===== src/hw/rtl/bgd_pkg.sv =====
`timescale 1ns / 1ps
`default_nettype none

package bgd_pkg;

    // Width of the tick counter and the internal time stamps
    localparam int TIME_BITS = 32;

    localparam int OUT_TIME_W = 32;

    // Action codes
    localparam logic [3:0] ACT_NONE       = 4'd0;
    localparam logic [3:0] ACT_LONG       = 4'd8;
    localparam logic [3:0] ACT_CLICK_LONG = 4'd9;
    localparam logic [3:0] ACT_LOCK       = 4'd10;
    localparam logic [3:0] ACT_UNLOCK     = 4'd11;

    localparam logic [7:0] MAX_REPORT_CLICKS = 8'd7;
    localparam logic [7:0] EARLY_CLICKS      = 8'd5;
    localparam logic [7:0] LOCK_ARM_CLICKS   = 8'd3;
    localparam logic [15:0] EARLY_GAP_MS     = 16'd250;

    // Register reset values
    localparam logic [7:0]  DEBOUNCE_RST     = 8'd20;
    localparam logic [15:0] MIN_PRESS_RST    = 16'd30;
    localparam logic [15:0] LONG_PRESS_RST   = 16'd800;
    localparam logic [15:0] MULTI_WIN_RST    = 16'd400;
    localparam logic [15:0] FAILSAFE_RST     = 16'd10000;
    localparam logic [15:0] LOCK_WIN_RST     = 16'd1200;
    localparam logic [15:0] LOCK_HOLD_RST    = 16'd2000;
    localparam logic [15:0] UNLOCK_HOLD_RST  = 16'd3000;

    typedef enum logic [2:0] {
        REG_DEBOUNCE_COUNT  = 3'd0,
        REG_MIN_PRESS       = 3'd1,
        REG_LONG_PRESS      = 3'd2,
        REG_MULTI_WINDOW    = 3'd3,
        REG_FAILSAFE_HOLD   = 3'd4,
        REG_LOCK_WINDOW     = 3'd5,
        REG_LOCK_HOLD       = 3'd6,
        REG_UNLOCK_HOLD     = 3'd7
    } cfg_idx_t;

    typedef struct packed {
        logic [7:0]  debounce_count;
        logic [15:0] min_press_ms;
        logic [15:0] long_press_ms;
        logic [15:0] multi_click_window_ms;
        logic [15:0] failsafe_hold_ms;
        logic [15:0] lock_window_ms;
        logic [15:0] lock_hold_ms;
        logic [15:0] unlock_hold_ms;
    } cfg_t;

    typedef struct packed {
        logic                  restart_request;
        logic [OUT_TIME_W-1:0] input_time;
        logic [7:0]            pending_clicks;
        logic                  pressed_status;
        logic [3:0]            action;
    } result_t;

endpackage

`default_nettype wire


===== src/hw/rtl/bgd_cfg.sv =====
`timescale 1ns / 1ps
`default_nettype none

module bgd_cfg (
    input  wire logic              clk,
    input  wire logic              rst_n,
    input  wire logic              wr_en,
    input  wire bgd_pkg::cfg_idx_t index,
    input  wire logic [15:0]       data,
    output bgd_pkg::cfg_t          cfg
);
    import bgd_pkg::*;

    cfg_t cfg_reg;

    always_ff @(posedge clk or negedge rst_n)
    begin
        if (!rst_n)
        begin
            cfg_reg.debounce_count        <= DEBOUNCE_RST;
            cfg_reg.min_press_ms          <= MIN_PRESS_RST;
            cfg_reg.long_press_ms         <= LONG_PRESS_RST;
            cfg_reg.multi_click_window_ms <= MULTI_WIN_RST;
            cfg_reg.failsafe_hold_ms      <= FAILSAFE_RST;
            cfg_reg.lock_window_ms        <= LOCK_WIN_RST;
            cfg_reg.lock_hold_ms          <= LOCK_HOLD_RST;
            cfg_reg.unlock_hold_ms        <= UNLOCK_HOLD_RST;
        end
        else if (wr_en)
        begin
            case (index)
                REG_DEBOUNCE_COUNT: cfg_reg.debounce_count        <= data[7:0];
                REG_MIN_PRESS:      cfg_reg.min_press_ms          <= data;
                REG_LONG_PRESS:     cfg_reg.long_press_ms         <= data;
                REG_MULTI_WINDOW:   cfg_reg.multi_click_window_ms <= data;
                REG_FAILSAFE_HOLD:  cfg_reg.failsafe_hold_ms      <= data;
                REG_LOCK_WINDOW:    cfg_reg.lock_window_ms        <= data;
                REG_LOCK_HOLD:      cfg_reg.lock_hold_ms          <= data;
                REG_UNLOCK_HOLD:    cfg_reg.unlock_hold_ms        <= data;
                default:            cfg_reg                       <= cfg_reg;
            endcase
        end
    end

    assign cfg = cfg_reg;

endmodule

`default_nettype wire


===== src/hw/rtl/bgd_core.sv =====
`timescale 1ns / 1ps
`default_nettype none

module bgd_core (
    input  wire logic            clk,
    input  wire logic            rst_n,
    input  wire bgd_pkg::cfg_t   cfg,
    input  wire logic            step,
    input  wire logic            btn_level,
    output bgd_pkg::result_t     result
);
    import bgd_pkg::*;

    localparam int TW = TIME_BITS;

    logic [TW-1:0] time_reg,        time_next;
    logic [7:0]    integ_reg,       integ_next;
    logic          deb_reg,         deb_next;
    logic          prev_reg,        prev_next;
    logic [7:0]    click_reg,       click_next;
    logic [TW-1:0] press_reg,       press_next;
    logic [TW-1:0] release_reg,     release_next;
    logic          long_reg,        long_next;
    logic [7:0]    lock_total_reg,  lock_total_next;
    logic [TW-1:0] lock_start_reg,  lock_start_next;
    logic          lsv_reg,         lsv_next;
    logic          armed_reg,       armed_next;
    logic          fs_reg,          fs_next;
    logic [TW-1:0] last_reg,        last_next;

    logic [TW-1:0] now;
    logic [TW-1:0] held;
    logic [TW-1:0] gap;
    logic [TW-1:0] elapsed;
    logic          lock_done;
    logic          restart;
    logic          status;
    logic [3:0]    action;

    assign now = time_reg;

    always_comb
    begin
        time_next       = time_reg + TW'(1);
        integ_next      = integ_reg;
        deb_next        = deb_reg;
        prev_next       = prev_reg;
        click_next      = click_reg;
        press_next      = press_reg;
        release_next    = release_reg;
        long_next       = long_reg;
        lock_total_next = lock_total_reg;
        lock_start_next = lock_start_reg;
        lsv_next        = lsv_reg;
        armed_next      = armed_reg;
        fs_next         = fs_reg;
        last_next       = last_reg;
        held            = '0;
        gap             = '0;
        elapsed         = '0;
        lock_done       = 1'b0;
        restart         = 1'b0;
        action          = ACT_NONE;

        // integrator debounce; a counter above full scale only counts down
        if (btn_level)
        begin
            if (integ_next != 8'd0)
                integ_next = integ_next - 8'd1;
        end
        else if (integ_next < cfg.debounce_count)
        begin
            integ_next = integ_next + 8'd1;
        end
        if (integ_next == 8'd0)
            deb_next = 1'b1;
        else if (integ_next == cfg.debounce_count)
            deb_next = 1'b0;

        status = deb_next;

        if (deb_next && !prev_reg)
        begin
            press_next = now;
            long_next  = 1'b0;
            last_next  = now;
            armed_next = (lock_total_reg == LOCK_ARM_CLICKS);
            fs_next    = 1'b0;
        end

        held = now - press_next;

        if (!deb_next && prev_reg)
        begin
            if (fs_next)
            begin
                click_next = 8'd0;
                fs_next    = 1'b0;
            end
            if (long_next)
            begin
                click_next = 8'd0;
                long_next  = 1'b0;
                armed_next = 1'b0;
            end
            else if (held >= TW'(cfg.min_press_ms))
            begin
                gap = now - lock_start_next;
                if (!lsv_next || gap > TW'(cfg.lock_window_ms))
                begin
                    lock_total_next = 8'd0;
                    lock_start_next = now;
                    lsv_next        = 1'b1;
                end
                if (armed_next && held >= TW'(cfg.lock_hold_ms))
                begin
                    action = (held >= TW'(cfg.unlock_hold_ms)) ? ACT_UNLOCK : ACT_LOCK;
                    lock_total_next = 8'd0;
                    lock_start_next = '0;
                    lsv_next        = 1'b0;
                    armed_next      = 1'b0;
                    click_next      = 8'd0;
                    lock_done       = 1'b1;
                end
                else
                begin
                    if (!armed_next)
                        lock_total_next = lock_total_next + 8'd1;
                    click_next   = click_next + 8'd1;
                    release_next = now;
                    last_next    = now;
                end
            end
        end

        if (lock_done)
        begin
            prev_next = deb_next;
        end
        else
        begin
            // no long press while armed for a lock gesture
            if (deb_next && !long_next && held >= TW'(cfg.long_press_ms) && !armed_next)
            begin
                action     = (click_next == 8'd0) ? ACT_LONG : ACT_CLICK_LONG;
                click_next = 8'd0;
                last_next  = now;
                long_next  = 1'b1;
            end

            if (deb_next && !fs_next && cfg.failsafe_hold_ms != 16'd0 &&
                held >= TW'(cfg.failsafe_hold_ms))
            begin
                fs_next    = 1'b1;
                click_next = 8'd0;
                status     = 1'b0;
                last_next  = now;
                restart    = 1'b1;
            end

            if (!restart)
            begin
                if (!deb_next && click_next != 8'd0)
                begin
                    elapsed = now - release_next;
                    if (elapsed >= TW'(cfg.multi_click_window_ms) ||
                        (click_next >= EARLY_CLICKS && elapsed >= TW'(EARLY_GAP_MS)))
                    begin
                        // runs of eight or more are dropped silently
                        if (click_next <= MAX_REPORT_CLICKS)
                        begin
                            action    = click_next[3:0];
                            last_next = now;
                        end
                        click_next = 8'd0;
                    end
                end
                prev_next = deb_next;
            end
        end

        result.action          = action;
        result.pressed_status  = status;
        result.pending_clicks  = click_next;
        result.input_time      = OUT_TIME_W'(last_next);
        result.restart_request = restart;

        // restart clears all gesture state, the integrator to the configured scale; registers untouched
        if (restart)
        begin
            time_next       = '0;
            integ_next      = cfg.debounce_count;
            deb_next        = 1'b0;
            prev_next       = 1'b0;
            click_next      = 8'd0;
            press_next      = '0;
            release_next    = '0;
            long_next       = 1'b0;
            lock_total_next = 8'd0;
            lock_start_next = '0;
            lsv_next        = 1'b0;
            armed_next      = 1'b0;
            fs_next         = 1'b0;
            last_next       = '0;
        end
    end

    always_ff @(posedge clk or negedge rst_n)
    begin
        if (!rst_n)
        begin
            time_reg       <= '0;
            integ_reg      <= DEBOUNCE_RST;
            deb_reg        <= 1'b0;
            prev_reg       <= 1'b0;
            click_reg      <= 8'd0;
            press_reg      <= '0;
            release_reg    <= '0;
            long_reg       <= 1'b0;
            lock_total_reg <= 8'd0;
            lock_start_reg <= '0;
            lsv_reg        <= 1'b0;
            armed_reg      <= 1'b0;
            fs_reg         <= 1'b0;
            last_reg       <= '0;
        end
        else if (step)
        begin
            time_reg       <= time_next;
            integ_reg      <= integ_next;
            deb_reg        <= deb_next;
            prev_reg       <= prev_next;
            click_reg      <= click_next;
            press_reg      <= press_next;
            release_reg    <= release_next;
            long_reg       <= long_next;
            lock_total_reg <= lock_total_next;
            lock_start_reg <= lock_start_next;
            lsv_reg        <= lsv_next;
            armed_reg      <= armed_next;
            fs_reg         <= fs_next;
            last_reg       <= last_next;
        end
    end

endmodule

`default_nettype wire


===== src/hw/rtl/button_gesture_decoder_unit.sv =====
`timescale 1ns / 1ps
`default_nettype none

// Channel  | Dir | Handshake                    | Payload
// s_axis   | in  | s_axis_tvalid/s_axis_tready  | tick item, tdata[0] btn_level
// m_axis   | out | m_axis_tvalid/m_axis_tready  | one result item per tick item
// cfg      | in  | cfg_wr_en (no wait)          | cfg_index, cfg_data
//
// One tick item per clock cycle sustained while m_axis_tready stays high; each item
// passes an input register, the gesture logic and a result register, and its result
// item is valid once the result register takes it. The rate is set by the gesture
// state update. Reset clears all gesture state and loads the register defaults.
// A stalled result register holds its item and stalls the input register,
// which keeps one more item; s_axis_tready drops only when both are full.

module button_gesture_decoder_unit (
    input  wire logic              clk,
    input  wire logic              rst_n,
    input  wire logic              s_axis_tvalid,
    output logic                   s_axis_tready,
    input  wire logic [7:0]        s_axis_tdata,   // [0] btn_level
    output logic                   m_axis_tvalid,
    input  wire logic              m_axis_tready,
    // [3:0] action, [4] pressed_status, [12:5] pending_clicks,
    // [44:13] input_time, [45] restart_request
    output logic [47:0]            m_axis_tdata,
    input  wire logic              cfg_wr_en,
    input  wire bgd_pkg::cfg_idx_t cfg_index,
    input  wire logic [15:0]       cfg_data
);
    import bgd_pkg::*;

    cfg_t    cfg;
    result_t result;
    result_t out_reg;
    logic    out_valid_reg;
    logic    in_valid_reg;
    logic    in_raw_reg;
    logic    advance;
    logic    step;

    assign advance       = !out_valid_reg || m_axis_tready;
    assign step          = in_valid_reg && advance;
    assign s_axis_tready = !in_valid_reg || advance;

    bgd_cfg u_cfg (
        .clk   (clk),
        .rst_n (rst_n),
        .wr_en (cfg_wr_en),
        .index (cfg_index),
        .data  (cfg_data),
        .cfg   (cfg)
    );

    bgd_core u_core (
        .clk       (clk),
        .rst_n     (rst_n),
        .cfg       (cfg),
        .step      (step),
        .btn_level (in_raw_reg),
        .result    (result)
    );

    always_ff @(posedge clk or negedge rst_n)
    begin
        if (!rst_n)
        begin
            in_valid_reg <= 1'b0;
        end
        else if (s_axis_tready)
        begin
            in_valid_reg <= s_axis_tvalid;
        end
    end

    always_ff @(posedge clk)
    begin
        if (s_axis_tready && s_axis_tvalid)
            in_raw_reg <= s_axis_tdata[0];
    end

    always_ff @(posedge clk or negedge rst_n)
    begin
        if (!rst_n)
        begin
            out_valid_reg <= 1'b0;
        end
        else if (advance)
        begin
            out_valid_reg <= in_valid_reg;
        end
    end

    always_ff @(posedge clk)
    begin
        if (step)
            out_reg <= result;
    end

    assign m_axis_tvalid = out_valid_reg;
    assign m_axis_tdata  = {2'b00, out_reg.restart_request, out_reg.input_time,
                            out_reg.pending_clicks, out_reg.pressed_status, out_reg.action};

    a_step_fills_out: assert property (@(posedge clk) disable iff (!rst_n)
        step |=> out_valid_reg)
        else $error("processed item did not reach the result register");

    a_input_held: assert property (@(posedge clk) disable iff (!rst_n)
        in_valid_reg && !advance |=> in_valid_reg && $stable(in_raw_reg))
        else $error("stalled input item lost");

    a_restart_clean: assert property (@(posedge clk) disable iff (!rst_n)
        out_valid_reg && out_reg.restart_request |->
            !out_reg.pressed_status && out_reg.pending_clicks == 8'd0)
        else $error("restart result carries stale status");

    a_lock_clears: assert property (@(posedge clk) disable iff (!rst_n)
        out_valid_reg && (out_reg.action == ACT_LOCK || out_reg.action == ACT_UNLOCK) |->
            out_reg.pending_clicks == 8'd0 && !out_reg.restart_request)
        else $error("lock gesture left clicks pending");

    a_action_range: assert property (@(posedge clk) disable iff (!rst_n)
        out_valid_reg |-> out_reg.action <= ACT_UNLOCK)
        else $error("action code out of range");

endmodule

`default_nettype wire


===== config.mk =====
export PLATFORM = sky130hd
export DESIGN_NAME = button_gesture_decoder_unit
export DESIGN_NICKNAME = d
export VERILOG_FILES = /design/src/hw/rtl/bgd_pkg.sv /design/src/hw/rtl/bgd_cfg.sv /design/src/hw/rtl/bgd_core.sv /design/src/hw/rtl/button_gesture_decoder_unit.sv
export SDC_FILE = /design/constraint.sdc
export NUM_CORES = 1
export LEC_CHECK = 0
export BUFFER_PORTS_ARGS = -buffer_cell sky130_fd_sc_hd__buf_2
export CAP_MARGIN = 10
export CORE_ASPECT_RATIO = 2
export CORE_MARGIN = 2
export CORE_UTILIZATION = 40
export DETAILED_ROUTE_END_ITERATION = 8
export HOLD_SLACK_MARGIN = 0.12
export PLACE_DENSITY = 0.54
export SETUP_SLACK_MARGIN = 0.5
export SLEW_MARGIN = 20
export SYNTH_ARGS = -nofsm -noshare
export SYNTH_HDL_FRONTEND = slang
export SYNTH_SLANG_ARGS = --single-unit
export TNS_END_PERCENT = 50

===== constraint.sdc =====
create_clock -name clk -period 41.2 [get_ports clk]
set_clock_uncertainty 0.15 [all_clocks]
set_input_delay 4.12 -clock clk [delete_from_list [all_inputs] [get_ports clk]]
set_output_delay 4.12 -clock clk [all_outputs]
set_load 0.005 [all_outputs]

==> results.yml <==
setup_path:
  critPathBufInv: 5
  cp-start-kind: "register"
  worstPathArrival_ns: 19.28
  cp_max_fo: 43
  endpoint_kind: "register"
  crit_type: "register to register"
  crit_path_top_delay_cell: "or4_1"
  crit_family: "compound AO/OA/AOI/OAI gates"
  slowest_delay_ns: 0.68
  required_ns: 41.56
clock_tree:
  cts_resized: 0
  clk-insertion-delay-late_ns: 0.58
  htreeDepth: 2
  cts_tree: "built"
  post-cts-setup-buffers: 0
  cts_buffers: 39
  cts_buffer_depth: 3
  cts-root-buf: "clkbuf_16"
  clkSlewWorstSetupHoldPaths_ns: 0.06
  holdBufCountCts: 0
  clock-sinks: 359
detailed_routing:
  first_pass_iters: 7
  wl_per_cell_um: 21.4
  via_count: 22700
  drt-total-wl_mm: 82.6
  route.met3.wl_mm: 2.29
  viasPerCell: 5.89
  drtAntennaViolNets: 0
  routed.top_layer: "met4"
  wl_met2_mm: 45.5
  drt_iter0_markers: 1530
  wl_met1_mm: 30.8
  drc_errors: 0
sta:
  tns_ns: 0
  layout_min_cycle_time_ns: 18.93
  rsz0062_at_grt: "no"
  tightest_slew_ns: 1.24
  hold_viol: 0
  maxSlewHeadroom: 0.154
  whs_ns: 0.326
  setup_viol: 0
  fmax_ghz: 0.0528
  drv_slew: 0
  period_share: 0.459
synth:
  syn_inst: 2978
  synth_top_area_frac: 0.265
  yosysSeqAreaShare: 0.356
  synth-seq-cells: 359
  synth_edf_count: 47
  synth_area_mm2: 0.0260
  synth.avg_cell_area_um2: 8.74
  synth_top_cell_by_area: "dfrtp_1"
  synth_warnings: 0
  ys_async_sr_fraction: 0.869
  synth_ff_type: "dfrtp_1"
  yosysUniqueCellTypes: 101
  synth_area_leaders: "dfrtp_1 27%, ha_1 10%, edfxtp_1 5.4%"
finish:
  fin_area_mm2: 0.0285
  final_common_cell: "nand2_1"
  fin_cells: 3855
  syn_to_final_growth_pct: 9.25
  diodes: 0
  largest_reg_flops: 120
  final_cell_mix: "344 x nand2_1, 276 x dfrtp_1, 238 x o21ai_0"
  nNetsFinal: 3198
  drive_above_1_share: 0.115
worst_hold_path:
  hp-class: "register to register"
placed_design:
  io_buffers: 72
  placed_cell_area_mm2: 0.0272
  hpwlAfterDp_mm: 60.9
  gp_congestion: 0.922
  dpl.cell_count: 3783
die:
  io_pins: 82
  core_area_mm2: 0.0646
  dieArea_mm2: 0.0673
  initial_core_util: 0.403
  die_x_um: 184
  die_y_um: 365
  num_rows: 132
global_route:
  antenna_found_initial: 0
  grt_pass1_vias: 22800
  grt_pass1_wl_mm: 130
  gr-total-overflow: 0
  grt_max_degree: 131
  grt_usage: 0.246
power_and_ir_drop:
  p_per_area_mw_per_mm2: 81.9
  total_power_mw: 2.33
  leakagePower_nw: 12.9
  ir_drop_v: 0.0000600
outcome:
  status: "complete, no violations"
run:
  cap_viol_max_count: 0
final cells by class:
| class | count | area, um2 |
|---|---|---|
| clock buffer | 52 | 1050 |
| tap | 871 | 1090 |
| fill | 6394 | 36100 |
| multi-input combinational | 2221 | 15300 |
| sequential | 359 | 9260 |
| inverter | 212 | 796 |
| timing repair buffer | 122 | 769 |
| clock inverter | 18 | 198 |
per-layer routing:
layer | vias up | track usage
met1 | 11200 | 0.260
li1 | 10800 | -
met2 | 532 | 0.488
met4 | 0 | 0.109
met3 | 166 | 0.0182
met5 | - | 0
power breakdown:
part	internal [mW]	switching [mW]
logic	0.566	0.946
clock network	0.201	0.158
registers	0.418	0.0415
final timing paths:
check / from / to / slack [ns] / depth (start not counted)
setup / recovery: u_core.integ_reg[5]$_DFFE_PN0P_ / u_core.last_reg[20]$_DFFE_PN0P_ / 22.27 / 59
hold / removal: u_core.press_reg[16]$_DFFE_PN0P_ / u_core.press_reg[16]$_DFFE_PN0P_ / 0.33 / 2
hold reg to reg: u_core.press_reg[16]$_DFFE_PN0P_ / u_core.press_reg[16]$_DFFE_PN0P_ / 0.33 / 2
min in group asynchronous: rst_n / u_cfg.cfg[38]$_DFFE_PN0P_ / 3.50 / 1
setup reg to reg: u_core.integ_reg[5]$_DFFE_PN0P_ / u_core.last_reg[20]$_DFFE_PN0P_ / 22.27 / 59
max in group asynchronous: rst_n / u_core.integ_reg[7]$_DFFE_PN0P_ / 35.85 / 2
cells by family after synthesis:
kind of cell / Yosys count / share of synthesized area
AOI/OAI and AO/OA: 798 / 0.211
xor gates and xnor gates: 83 / 0.0279
DFF: 359 / 0.356
buffers and inverters: 399 / 0.0602
adders and majority gates: 224 / 0.107
and+or+nand+nor: 986 / 0.185
other: 1 / 0.000144
muxes: 128 / 0.0527
synthesized netlist by cell type (all sizes together), types with 36 or more instances:
master	count
a21o	64
a21oi	123
a22o	47
clkbuf	160
dfrtp	276
dfstp	36
edfxtp	47
ha	209
inv	210
mux2	72
mux2i	56
nand2	346
nand3	139
nand4	37
nor2	161
nor2b	58
nor3	41
o21ai	246
o41ai	38
or4	44
xnor2	49
worst register-to-register path: cells and delay by family, from the launching register on:
family | cells | cell delay (ns)
and+or+nand+nor | 17 | 5.34
AOI/OAI and AO/OA | 29 | 8.66
DFF | 1 | 0.59
adders and majority gates | 5 | 1.52
buffers and inverters | 5 | 1.59
xor gates and xnor gates | 2 | 0.59
muxes | 1 | 0.43
metrics by stage:
step / setup WS [ns] / utilization
floorplan: 27.65 / -
global placement: 22.70 / 0.421
detailed placement: 22.51 / 0.421
CTS: 22.44 / 0.440
global route: 21.42 / 0.441
finish: 22.27 / 0.441
No activity file was read; power rests on OpenSTA's default activity.
